### src/rtl/pinhole_project_unproject_defines.svh
// Assertion macros for the pinhole camera unit.
// Used by the top level; expects signals clk and rst in scope.
`ifndef PINHOLE_PROJECT_UNPROJECT_DEFINES_SVH
`define PINHOLE_PROJECT_UNPROJECT_DEFINES_SVH

// Same-cycle implication, disabled during reset.
`define PPH_ASSERT_IMP(lbl, ante, cons) \
  lbl: assert property (@(posedge clk) disable iff (rst) (ante) |-> (cons)) \
    else $error("pinhole unit assertion failed");

// Next-cycle implication, disabled during reset.
`define PPH_ASSERT_NXT(lbl, ante, cons) \
  lbl: assert property (@(posedge clk) disable iff (rst) (ante) |=> (cons)) \
    else $error("pinhole unit assertion failed");

`endif

### src/rtl/pph_pkg.sv
// Package of the pinhole camera unit: constants, types and arithmetic helpers.
// No dependencies; every RTL module uses it by scoped names.
package pph_pkg;

  localparam int FRAC_BITS = 8;
  localparam int MAX_DIM   = 4096;

  localparam int CW    = 20;
  localparam int RW    = 42;
  localparam int DW    = 13;
  localparam int CFG_W = 42;
  localparam int IDX_W = 3;

  localparam logic [IDX_W-1:0] REG_CENTRE_X     = 3'd0;
  localparam logic [IDX_W-1:0] REG_CENTRE_Y     = 3'd1;
  localparam logic [IDX_W-1:0] REG_FOCAL_LENGTH = 3'd2;
  localparam logic [IDX_W-1:0] REG_RADIUS_SQ    = 3'd3;
  localparam logic [IDX_W-1:0] REG_IMAGE_WIDTH  = 3'd4;
  localparam logic [IDX_W-1:0] REG_IMAGE_HEIGHT = 3'd5;

  localparam logic [CW-1:0] RST_CENTRE_X     = 20'd81920;
  localparam logic [CW-1:0] RST_CENTRE_Y     = 20'd61440;
  localparam logic [CW-1:0] RST_FOCAL_LENGTH = 20'd131072;
  localparam logic [RW-1:0] RST_RADIUS_SQ    = {RW{1'b1}};
  localparam logic [DW-1:0] RST_IMAGE_WIDTH  = 13'd640;
  localparam logic [DW-1:0] RST_IMAGE_HEIGHT = 13'd480;

  // Numerator magnitude, divisor and quotient widths of the divider.
  localparam int NUM_W = 52;
  localparam int DEN_W = 31;
  localparam int D_W   = NUM_W + 1;
  localparam int P_W   = NUM_W + 2;
  localparam int SQ_IN_W = 24;
  localparam int SQ_W  = 2 * SQ_IN_W;
  localparam int R2_W  = SQ_W + 1;

  localparam logic [31:0] NEG_ONE = 32'(-(1 << FRAC_BITS));

  typedef struct packed {
    logic cmd;
    logic behind;
    logic neg;
  } div_tag_t;

  typedef struct packed {
    logic [NUM_W-1:0] word;
    logic [DEN_W-1:0] den;
    logic [DEN_W-1:0] rem;
    div_tag_t         tag;
  } div_word_t;

  typedef struct packed {
    logic [CW-1:0] centre_x;
    logic [CW-1:0] centre_y;
    logic [CW-1:0] focal_length;
    logic [RW-1:0] circle_radius_sq;
    logic [DW-1:0] image_width;
    logic [DW-1:0] image_height;
  } cam_cfg_t;

  // One restoring division step: the next numerator bit enters the remainder
  // and the quotient bit shifts into the low end of the word.
  function automatic div_word_t div_step(input div_word_t s);
    div_word_t r;
    logic [DEN_W:0] trial;
    logic ge;
    trial = {s.rem, s.word[NUM_W-1]};
    ge = (trial >= {1'b0, s.den});
    r = s;
    r.rem = ge ? DEN_W'(trial - {1'b0, s.den}) : trial[DEN_W-1:0];
    r.word = {s.word[NUM_W-2:0], ge};
    return r;
  endfunction

  function automatic logic signed [D_W-1:0] apply_sign(input logic [NUM_W-1:0] q,
                                                        input logic neg);
    logic signed [D_W-1:0] v;
    v = $signed({1'b0, q});
    return neg ? -v : v;
  endfunction

  function automatic logic signed [P_W-1:0] add_centre(input logic signed [D_W-1:0] d,
                                                        input logic [CW-1:0] c);
    logic signed [P_W-1:0] de;
    logic signed [P_W-1:0] ce;
    de = P_W'(d);
    ce = $signed(P_W'(c));
    return de + ce;
  endfunction

  // Offsets beyond 2^23 square to more than any limit, so clamp there.
  function automatic logic [SQ_IN_W-1:0] clamp_mag(input logic [NUM_W-1:0] q);
    if (q > NUM_W'(64'd8388608)) begin
      return SQ_IN_W'(24'h800000);
    end
    return q[SQ_IN_W-1:0];
  endfunction

  function automatic logic [31:0] sat32(input logic signed [P_W-1:0] v);
    if (!v[P_W-1] && (|v[P_W-2:31])) begin
      return 32'h7fffffff;
    end
    if (v[P_W-1] && !(&v[P_W-2:31])) begin
      return 32'h80000000;
    end
    return v[31:0];
  endfunction

  function automatic logic in_range(input logic signed [P_W-1:0] v,
                                    input logic [DW-1:0] dim);
    logic [P_W-1:0] dimc;
    logic [P_W-1:0] lim;
    dimc = P_W'(dim);
    if (dimc > P_W'(MAX_DIM)) begin
      dimc = P_W'(MAX_DIM);
    end
    lim = dimc << FRAC_BITS;
    return !v[P_W-1] && ($unsigned(v) < lim);
  endfunction

  function automatic logic radius_ok(input logic [SQ_W-1:0] sx,
                                     input logic [SQ_W-1:0] sy,
                                     input logic [RW-1:0] lim);
    logic [R2_W-1:0] r2;
    r2 = R2_W'(sx) + R2_W'(sy);
    return r2 <= R2_W'(lim);
  endfunction

endpackage

### src/rtl/pph_if.sv


interface pph_rsp_if;
  logic               valid;
  logic               ready;
  logic signed [31:0] res_x;
  logic signed [31:0] res_y;
  logic [19:0]        res_z;
  logic               pixel_valid;
  logic               behind_viewer;

  modport source (output valid, res_x, res_y, res_z, pixel_valid, behind_viewer,
                  input ready);
  modport sink (input valid, res_x, res_y, res_z, pixel_valid, behind_viewer,
                output ready);
endinterface

### src/rtl/pph_post.sv
// Output stages: sign and centre, radius squares and bounds, then the
// result register. Depends on pph_pkg and pph_if.
module pph_post (
  input  logic               clk,
  input  logic               rst,
  input  logic               en,
  input  logic               in_vld,
  input  pph_pkg::div_word_t qx,
  input  pph_pkg::div_word_t qy,
  input  pph_pkg::cam_cfg_t  cfg,
  pph_rsp_if.source          rsp
);

  logic                                v1;
  logic                                cmd1;
  logic                                beh1;
  logic signed [pph_pkg::D_W-1:0]      dx1;
  logic signed [pph_pkg::D_W-1:0]      dy1;
  logic signed [pph_pkg::P_W-1:0]      x1;
  logic signed [pph_pkg::P_W-1:0]      y1;
  logic [pph_pkg::SQ_IN_W-1:0]         ax1;
  logic [pph_pkg::SQ_IN_W-1:0]         ay1;

  logic                                v2;
  logic                                cmd2;
  logic                                beh2;
  logic [pph_pkg::SQ_W-1:0]            sqx2;
  logic [pph_pkg::SQ_W-1:0]            sqy2;
  logic                                inb2;
  logic [31:0]                         rx2;
  logic [31:0]                         ry2;

  logic signed [pph_pkg::D_W-1:0]      dx_next;
  logic signed [pph_pkg::D_W-1:0]      dy_next;

  assign dx_next = pph_pkg::apply_sign(qx.word, qx.tag.neg);
  assign dy_next = pph_pkg::apply_sign(qy.word, qy.tag.neg);

  always_ff @(posedge clk) begin
    if (rst) begin
      v1 <= 1'b0;
      v2 <= 1'b0;
      rsp.valid <= 1'b0;
    end else if (en) begin
      v1 <= in_vld;
      v2 <= v1;
      rsp.valid <= v2;
    end
  end

  always_ff @(posedge clk) begin
    if (en) begin
      cmd1 <= qx.tag.cmd;
      beh1 <= qx.tag.behind;
      dx1  <= dx_next;
      dy1  <= dy_next;
      x1   <= pph_pkg::add_centre(dx_next, cfg.centre_x);
      y1   <= pph_pkg::add_centre(dy_next, cfg.centre_y);
      ax1  <= pph_pkg::clamp_mag(qx.word);
      ay1  <= pph_pkg::clamp_mag(qy.word);

      cmd2 <= cmd1;
      beh2 <= beh1;
      sqx2 <= ax1 * ax1;
      sqy2 <= ay1 * ay1;
      inb2 <= pph_pkg::in_range(x1, cfg.image_width) &&
              pph_pkg::in_range(y1, cfg.image_height);
      if (beh1) begin
        rx2 <= pph_pkg::NEG_ONE;
        ry2 <= pph_pkg::NEG_ONE;
      end else if (cmd1) begin
        rx2 <= pph_pkg::sat32(x1);
        ry2 <= pph_pkg::sat32(y1);
      end else begin
        rx2 <= dx1[31:0];
        ry2 <= dy1[31:0];
      end

      rsp.res_x         <= $signed(rx2);
      rsp.res_y         <= $signed(ry2);
      rsp.res_z         <= cmd2 ? '0 : cfg.focal_length;
      rsp.behind_viewer <= beh2;
      rsp.pixel_valid   <= !beh2 && inb2 &&
                           pph_pkg::radius_ok(sqx2, sqy2, cfg.circle_radius_sq);
    end
  end

endmodule

### src/flat_wrapper.sv
// flat-port wrapper written by rule: the top's interface ports become plain ports
module pph_post_flat 
  (clk, rst, en, in_vld, qx, qy, cfg, rsp_valid, rsp_res_x, rsp_res_y, rsp_res_z, rsp_pixel_valid, rsp_behind_viewer, rsp_ready);
  pph_rsp_if rsp_i ();
  input  logic clk;
  input  logic rst;
  input  logic en;
  input  logic in_vld;
  input  pph_pkg::div_word_t qx;
  input  pph_pkg::div_word_t qy;
  input  pph_pkg::cam_cfg_t cfg;
  output wire logic [$bits(rsp_i.valid)-1:0] rsp_valid;
  output wire logic [$bits(rsp_i.res_x)-1:0] rsp_res_x;
  output wire logic [$bits(rsp_i.res_y)-1:0] rsp_res_y;
  output wire logic [$bits(rsp_i.res_z)-1:0] rsp_res_z;
  output wire logic [$bits(rsp_i.pixel_valid)-1:0] rsp_pixel_valid;
  output wire logic [$bits(rsp_i.behind_viewer)-1:0] rsp_behind_viewer;
  input wire logic [$bits(rsp_i.ready)-1:0] rsp_ready;
  assign rsp_valid = rsp_i.valid;
  assign rsp_res_x = rsp_i.res_x;
  assign rsp_res_y = rsp_i.res_y;
  assign rsp_res_z = rsp_i.res_z;
  assign rsp_pixel_valid = rsp_i.pixel_valid;
  assign rsp_behind_viewer = rsp_i.behind_viewer;
  assign rsp_i.ready = rsp_ready;
  pph_post u_core (.clk(clk), .rst(rst), .en(en), .in_vld(in_vld), .qx(qx), .qy(qy), .cfg(cfg), .rsp(rsp_i));
endmodule
### config.mk
export PLATFORM = sky130hd
export DESIGN_NAME = pph_post_flat
export DESIGN_NICKNAME = d
export VERILOG_FILES = /design/src/rtl/pinhole_project_unproject_defines.svh /design/src/rtl/pph_pkg.sv /design/src/rtl/pph_if.sv /design/src/rtl/pph_post.sv /design/src/flat_wrapper.sv
export SDC_FILE = /design/constraint.sdc
export NUM_CORES = 2
export LEC_CHECK = 0
export ABC_AREA = 1
export BUFFER_PORTS_ARGS = -buffer_cell sky130_fd_sc_hd__buf_2
export CAP_MARGIN = 20
export CELL_PAD_IN_SITES_DETAIL_PLACEMENT = 1
export CELL_PAD_IN_SITES_GLOBAL_PLACEMENT = 1
export CORE_MARGIN = 1
export CORE_UTILIZATION = 48
export DETAILED_ROUTE_END_ITERATION = 10
export PLACE_DENSITY = 0.81
export SLEW_MARGIN = 20
export SYNTH_ARGS = -nofsm -noshare
export SYNTH_HDL_FRONTEND = slang
export SYNTH_SLANG_ARGS = --single-unit
### constraint.sdc
create_clock -name clk -period 9.1 [get_ports clk]
set_clock_uncertainty 0.15 [all_clocks]
set_input_delay 0.91 -clock clk [delete_from_list [all_inputs] [get_ports clk]]
set_output_delay 0.91 -clock clk [all_outputs]
set_load 0.1 [all_outputs]
# After elaboration in Yosys (flattened, before gate mapping)
# Index checks and enable logic that the tools add are counted.
dict set report word_totals {
  reg_bits 474
  input_bits 367
  out_inout_bits 87
}
dict set report classes {
  add_sub_neg 5
  mul 2
  magnitude_cmp 7
  muxes 42
  n_reduce_logical 18
}
# operator n
set op_table {}
lappend op_table {{32-bit 2-to-1 mux} 10}
lappend op_table {{53-bit by 21-bit adder with 54-bit output} 2}
lappend op_table {{54-bit less-than comparator} 2}
lappend op_table {{53-bit 2-to-1 mux} 2}
lappend op_table {{52-bit negation with 53-bit output} 2}
lappend op_table {{52-bit by 24-bit greater-than comparator with 1-bit output, second input constant} 2}
lappend op_table {{24-bit by 24-bit multiplier with 48-bit output} 2}
lappend op_table {{24-bit 2-to-1 mux} 4}
lappend op_table {{46-bit 2-to-1 mux} 2}
lappend op_table {{48-bit by 48-bit adder with 49-bit output} 1}
lappend op_table {{49-bit by 42-bit less-or-equal comparator with 1-bit output} 1}
lappend op_table {{22-bit AND reduction} 2}
lappend op_table {{22-bit OR reduction} 2}
lappend op_table {{13-bit greater-than comparator, second input constant} 2}
lappend op_table {{13-bit 2-to-1 mux} 2}
lappend op_table {{1-bit 2-to-1 mux} 22}
lappend op_table {{1-bit logical AND} 9}
lappend op_table {{1-bit logical NOT} 5}

# Depth between registers and ports, before layout
dict set report logic_depth {
  depth_word 13
  ltp_mapped 32
  ltp_nobuf 31
}

# Least setup slack after synthesis
# No wires, ideal clock.
dict set report synth_path {
  path_kind {reg-to-reg}
  start {register u_core.ay1[8] (netlist bit)}
  end {register u_core.sqy2[35] (netlist bit) (data pin)}
  t_arrival_ps 6329
  t_required_ps 8692
  slack_ps 2363
  path_stages_with_launch 28
  cell_sequence {edfxtp_1 -> clkbuf_1 -> clkbuf_1 -> inv_1 -> fa_1 -> inv_1 -> fa_1 -> inv_1 -> fa_1 -> inv_1 -> fa_1 -> inv_1 -> fa_1 -> inv_1 -> fa_1 -> inv_1 -> fa_1 -> inv_1 -> ha_1 -> nand2_1 -> nor2_1 -> and2_1 -> inv_1 -> nor4_1 -> a21oi_1 -> o21ai_0 -> a21oi_1 -> xnor2_1}
}
dict set report synth_between {
  elab_chain_cells 1
}
# element line
set synth_rtl {}
lappend synth_rtl {{start, declared} pph_post.sv:22} ;# logic [pph_pkg::SQ_IN_W-1:0] ay1;
lappend synth_rtl {{start signal, assigned} pph_post.sv:60} ;# ay1 <= pph_pkg::clamp_mag(qy.word);
lappend synth_rtl {{24-bit by 24-bit multiplier with 48-bit output} pph_post.sv:65} ;# sqy2 <= ay1 * ay1;
lappend synth_rtl {{end signal, assigned} pph_post.sv:65}
lappend synth_rtl {{end, declared} pph_post.sv:28} ;# logic [pph_pkg::SQ_W-1:0] sqy2;
# No other way between the ends.
# A chain may end at the register's enable or synchronous reset.

# Final worst setup path
dict set report layout_path {
  start {register u_core.ay1[0] (netlist bit)}
  end {register u_core.sqy2[43] (netlist bit) (data pin)}
}
# The elaborated chain is that of the path after synthesis.

==> metrics <==
Rows 132; P&R area growth vs syn 8.68%; post-DP HPWL 166000 microns; Req. time, crit path 9.32 ns; Final Max Slew Viols 0; # Post-CTS Setup Buffers 0; cells along the critical path nand2_1 -> fa_1 -> inv_1 -> fa_1 -> fa_1 -> inv_1 -> fa_1 -> inv_1 -> fa_1 -> fa_1 -> inv_1 -> fa_1 -> inv_1 -> ha_1 -> nand2_1 -> nor2_1 -> and2_1 -> inv_1 -> nor4_1 -> a21oi_1 -> o21ai_0 -> nand3_1 -> nand2_1 -> xor2_1; first drt pass iteration count 5; Initial Utilization 48.5%; worst reg2reg setup slack 1.18 ns; Min-Delay Path Class reg -> reg; Worst R2R End u_core.sqy2[43]; final hold vios 0; CP dominant cell by count fa_1; PostCTS Resize Cnt 0; Longest Clk Path Bufs 3; final setup vio count 0; vias in the first global route 57200; Max Clock Freq 126 MHz; WHS Endpoint u_core.rsp.res_y[24]; Synth Area in Adders 37.6%; Core Area 130000 sq um; most common cell after layout, fill and taps aside inv_1; DR iter-0 viols 3063; Antenna Nets Post-Route 0; commonest non-fill, non-tap cells in the layout 1894 x inv_1, 1588 x nand2_1, 865 x fa_1; net count after synthesis 9267; H-tree level count 2; post-synthesis register bit count 472; Syn Area/Cell 8.36 sq um; Crit. End Element flip-flop; fraction of layout cells with a size suffix above 1 8.21%; clock slew at reported path FFs 0.07 ns; Die Y 364 microns; crit share post-route 87.0%; status complete, no violations; Cell variety after synth 63; DR vias/cell 5.33; Clock Sinks 472; per-cell routed wire length 20.6 microns; DR vias 51200; Worst Path Buf+Inv 6; slowest cell delay on critical path 1.13 ns; Slowest-stage cell, CP edfxtp_1; first-pass GRT wire length 311000 microns; root buffer cell clkbuf_16; top cells by area, synth fa_1 28%, edfxtp_1 22%, inv_1 11%; mux contribution to synthesized area 0.0179%; unrepaired setup endpoints after global routing no; die width 364 microns; Worst-Margin Slew 1.22 ns; Worst Path Arrival 8.14 ns; Hold Buf Count CTS 0; Slew HR 18.8%; fin nets 9557; number of I/O port buffers 326; Hold Crit Depth 0; Cell Area, Synth 63000 sq um; Tot GR Track Use 30.3%; die area 133000 sq um; total negative setup slack 0 ns; share of the synthesized area in the top cell type 27.5%; grt total ovfl 0; Simple-Gate Fraction of Synth Area 18.0%; Synthesis Warnings 0; largest family of logic cells by synthesized area adder cells; CP Launch Type flip-flop; initial antenna violation count 7; HP Start u_core.ry2[24]; R2R Path Start u_core.ay1[0]; sequential area share after synthesis 22.5%; Maximum Capacitance Violations 0; Boundary Pins 454; Post-Route WL 198000 microns; routability congestion estimate 0.948; crit-path max FO 25; CTS Buf Count 54; WS Path Type reg -> reg; Synth Area in XOR/XNOR 3.63%; Cells after Synth 7527; CTS tree yes; post-synth top area cell fa_1; largest net degree at the start of global routing 163; worst reg2reg path depth 24; crit path time final 7.92 ns; drt drc 0; FILL cells 15800; Compound-Gate Fraction of Synth Area 5.90%; top cell family by delay on the critical path adder cells; clock latency on the worst-skew pair 0.66 ns
-- metal layers --
| layer | vias to the layer above | routed length (microns) | track usage (%) |
|---|---|---|---|
| met4 | 10 | 6500 | 9.49 |
| li1 | 23500 | - | - |
| met5 | - | 57 | 0 |
| met1 | 25900 | 80300 | 37.4 |
| met3 | 391 | 9350 | 3.34 |
| met2 | 1359 | 102000 | 55.2 |
-- worst reg2reg max path, cell delays in order (launching register included) --
cell,delay [ns]
edfxtp_1,1.13
nand2_1,0.32
fa_1,0.57
inv_1,0.05
fa_1,0.46
fa_1,0.49
inv_1,0.05
fa_1,0.53
inv_1,0.07
fa_1,0.46
fa_1,0.56
inv_1,0.06
fa_1,0.54
inv_1,0.05
ha_1,0.35
nand2_1,0.11
nor2_1,0.14
and2_1,0.14
inv_1,0.05
nor4_1,0.46
a21oi_1,0.24
o21ai_0,0.40
nand3_1,0.12
nand2_1,0.10
xor2_1,0.06
-- synthesized netlist by cell type (all sizes together) --
| library cell | count |
|---|---|
| clkbuf | 139 |
| nand4 | 58 |
| nor3 | 38 |
| a211oi | 8 |
| a311oi | 1 |
| o31ai | 4 |
| edfxtp | 469 |
| clkinv | 3 |
| or4 | 1 |
| a31o | 1 |
| a221o | 1 |
| a21boi | 7 |
| a21o | 23 |
| mux2 | 1 |
| and2 | 5 |
| o22ai | 1 |
| xnor2 | 95 |
| nor2 | 632 |
| dfxtp | 3 |
| o21a | 19 |
| xor2 | 166 |
| nor4 | 30 |
| nor3b | 1 |
| inv | 1917 |
| nand2 | 1651 |
| a21oi | 332 |
| nor4b | 1 |
| o21bai | 15 |
| fa | 865 |
| nand3b | 13 |
| or2 | 4 |
| a221oi | 1 |
| nand3 | 234 |
| o211ai | 7 |
| ha | 508 |
| o21ai | 224 |
| a211o | 1 |
| and3 | 3 |
| o221ai | 4 |
| o31a | 1 |
| a31oi | 28 |
| buf | 11 |
| o221a | 1 |
-- worst max-delay path by stage --
| stage | slack (ns) | startpoint | to | depth (start not counted) |
|---|---|---|---|---|
| floorplan | 2.36 | u_core.ay1[8] | u_core.sqy2[35] | 27 |
| CTS | 1.16 | u_core.ay1[0] | u_core.sqy2[43] | 24 |
| global placement | 1.42 | u_core.ay1[0] | u_core.sqy2[43] | 26 |
| global route | 0.79 | u_core.ay1[0] | u_core.sqy2[43] | 26 |
| finish | 1.18 | u_core.ay1[0] | u_core.sqy2[43] | 24 |
| detailed placement | 1.19 | u_core.ay1[0] | u_core.sqy2[43] | 24 |
-- sequential cells by signal, summed over array words and instances (netlist names), 20 cells and up --
name	flops
u_core.rsp.res_y	32
u_core.sqy2	47
u_core.y1	54
u_core.rsp.res_x	32
u_core.x1	54
u_core.dx1	32
u_core.rx2	32
u_core.sqx2	47
u_core.dy1	32
u_core.ay1	24
u_core.rsp.res_z	20
u_core.ax1	24
u_core.ry2	32
-- stage by stage --
step	std cells	utilization (%)	area (sq um)	worst slack, ns	hold slack [ns]
2_1_floorplan	7527	-	63000	2.36	0.250
3_3_place_gp	9500	51.3	66700	1.42	0.251
3_5_place_dp	9500	51.3	66700	1.19	0.255
4_1_cts	9596	52.7	68400	1.16	0.221
5_1_grt	9601	52.7	68400	0.794	0.264
6_report	9601	52.7	68400	1.18	0.244
-- final cells by class --
type | instances | area (sq um) | area share [%]
antenna | 2 | 5.00 | 0.00731
clock buffer | 65 | 1390 | 2.04
clock inverter | 31 | 312 | 0.455
inverter | 1920 | 7210 | 10.5
multi-input combinational | 4985 | 41000 | 60.0
sequential | 472 | 14100 | 20.7
tap | 1742 | 2180 | 3.19
timing repair buffer | 384 | 2140 | 3.12
-- cells by family after synthesis --
logic type               after synthesis
multiplexers                           1
AND/OR/NAND/NOR                     2671
flip-flops                           472
XOR/XNOR                             261
buffers and inverters               2070
AO/OA/AOI/OAI                        679
adder cells (fa/ha/maj)             1373
Power is not shown: default switching activity piles up to over one toggle a cycle in this logic, so the estimate is an artifact.
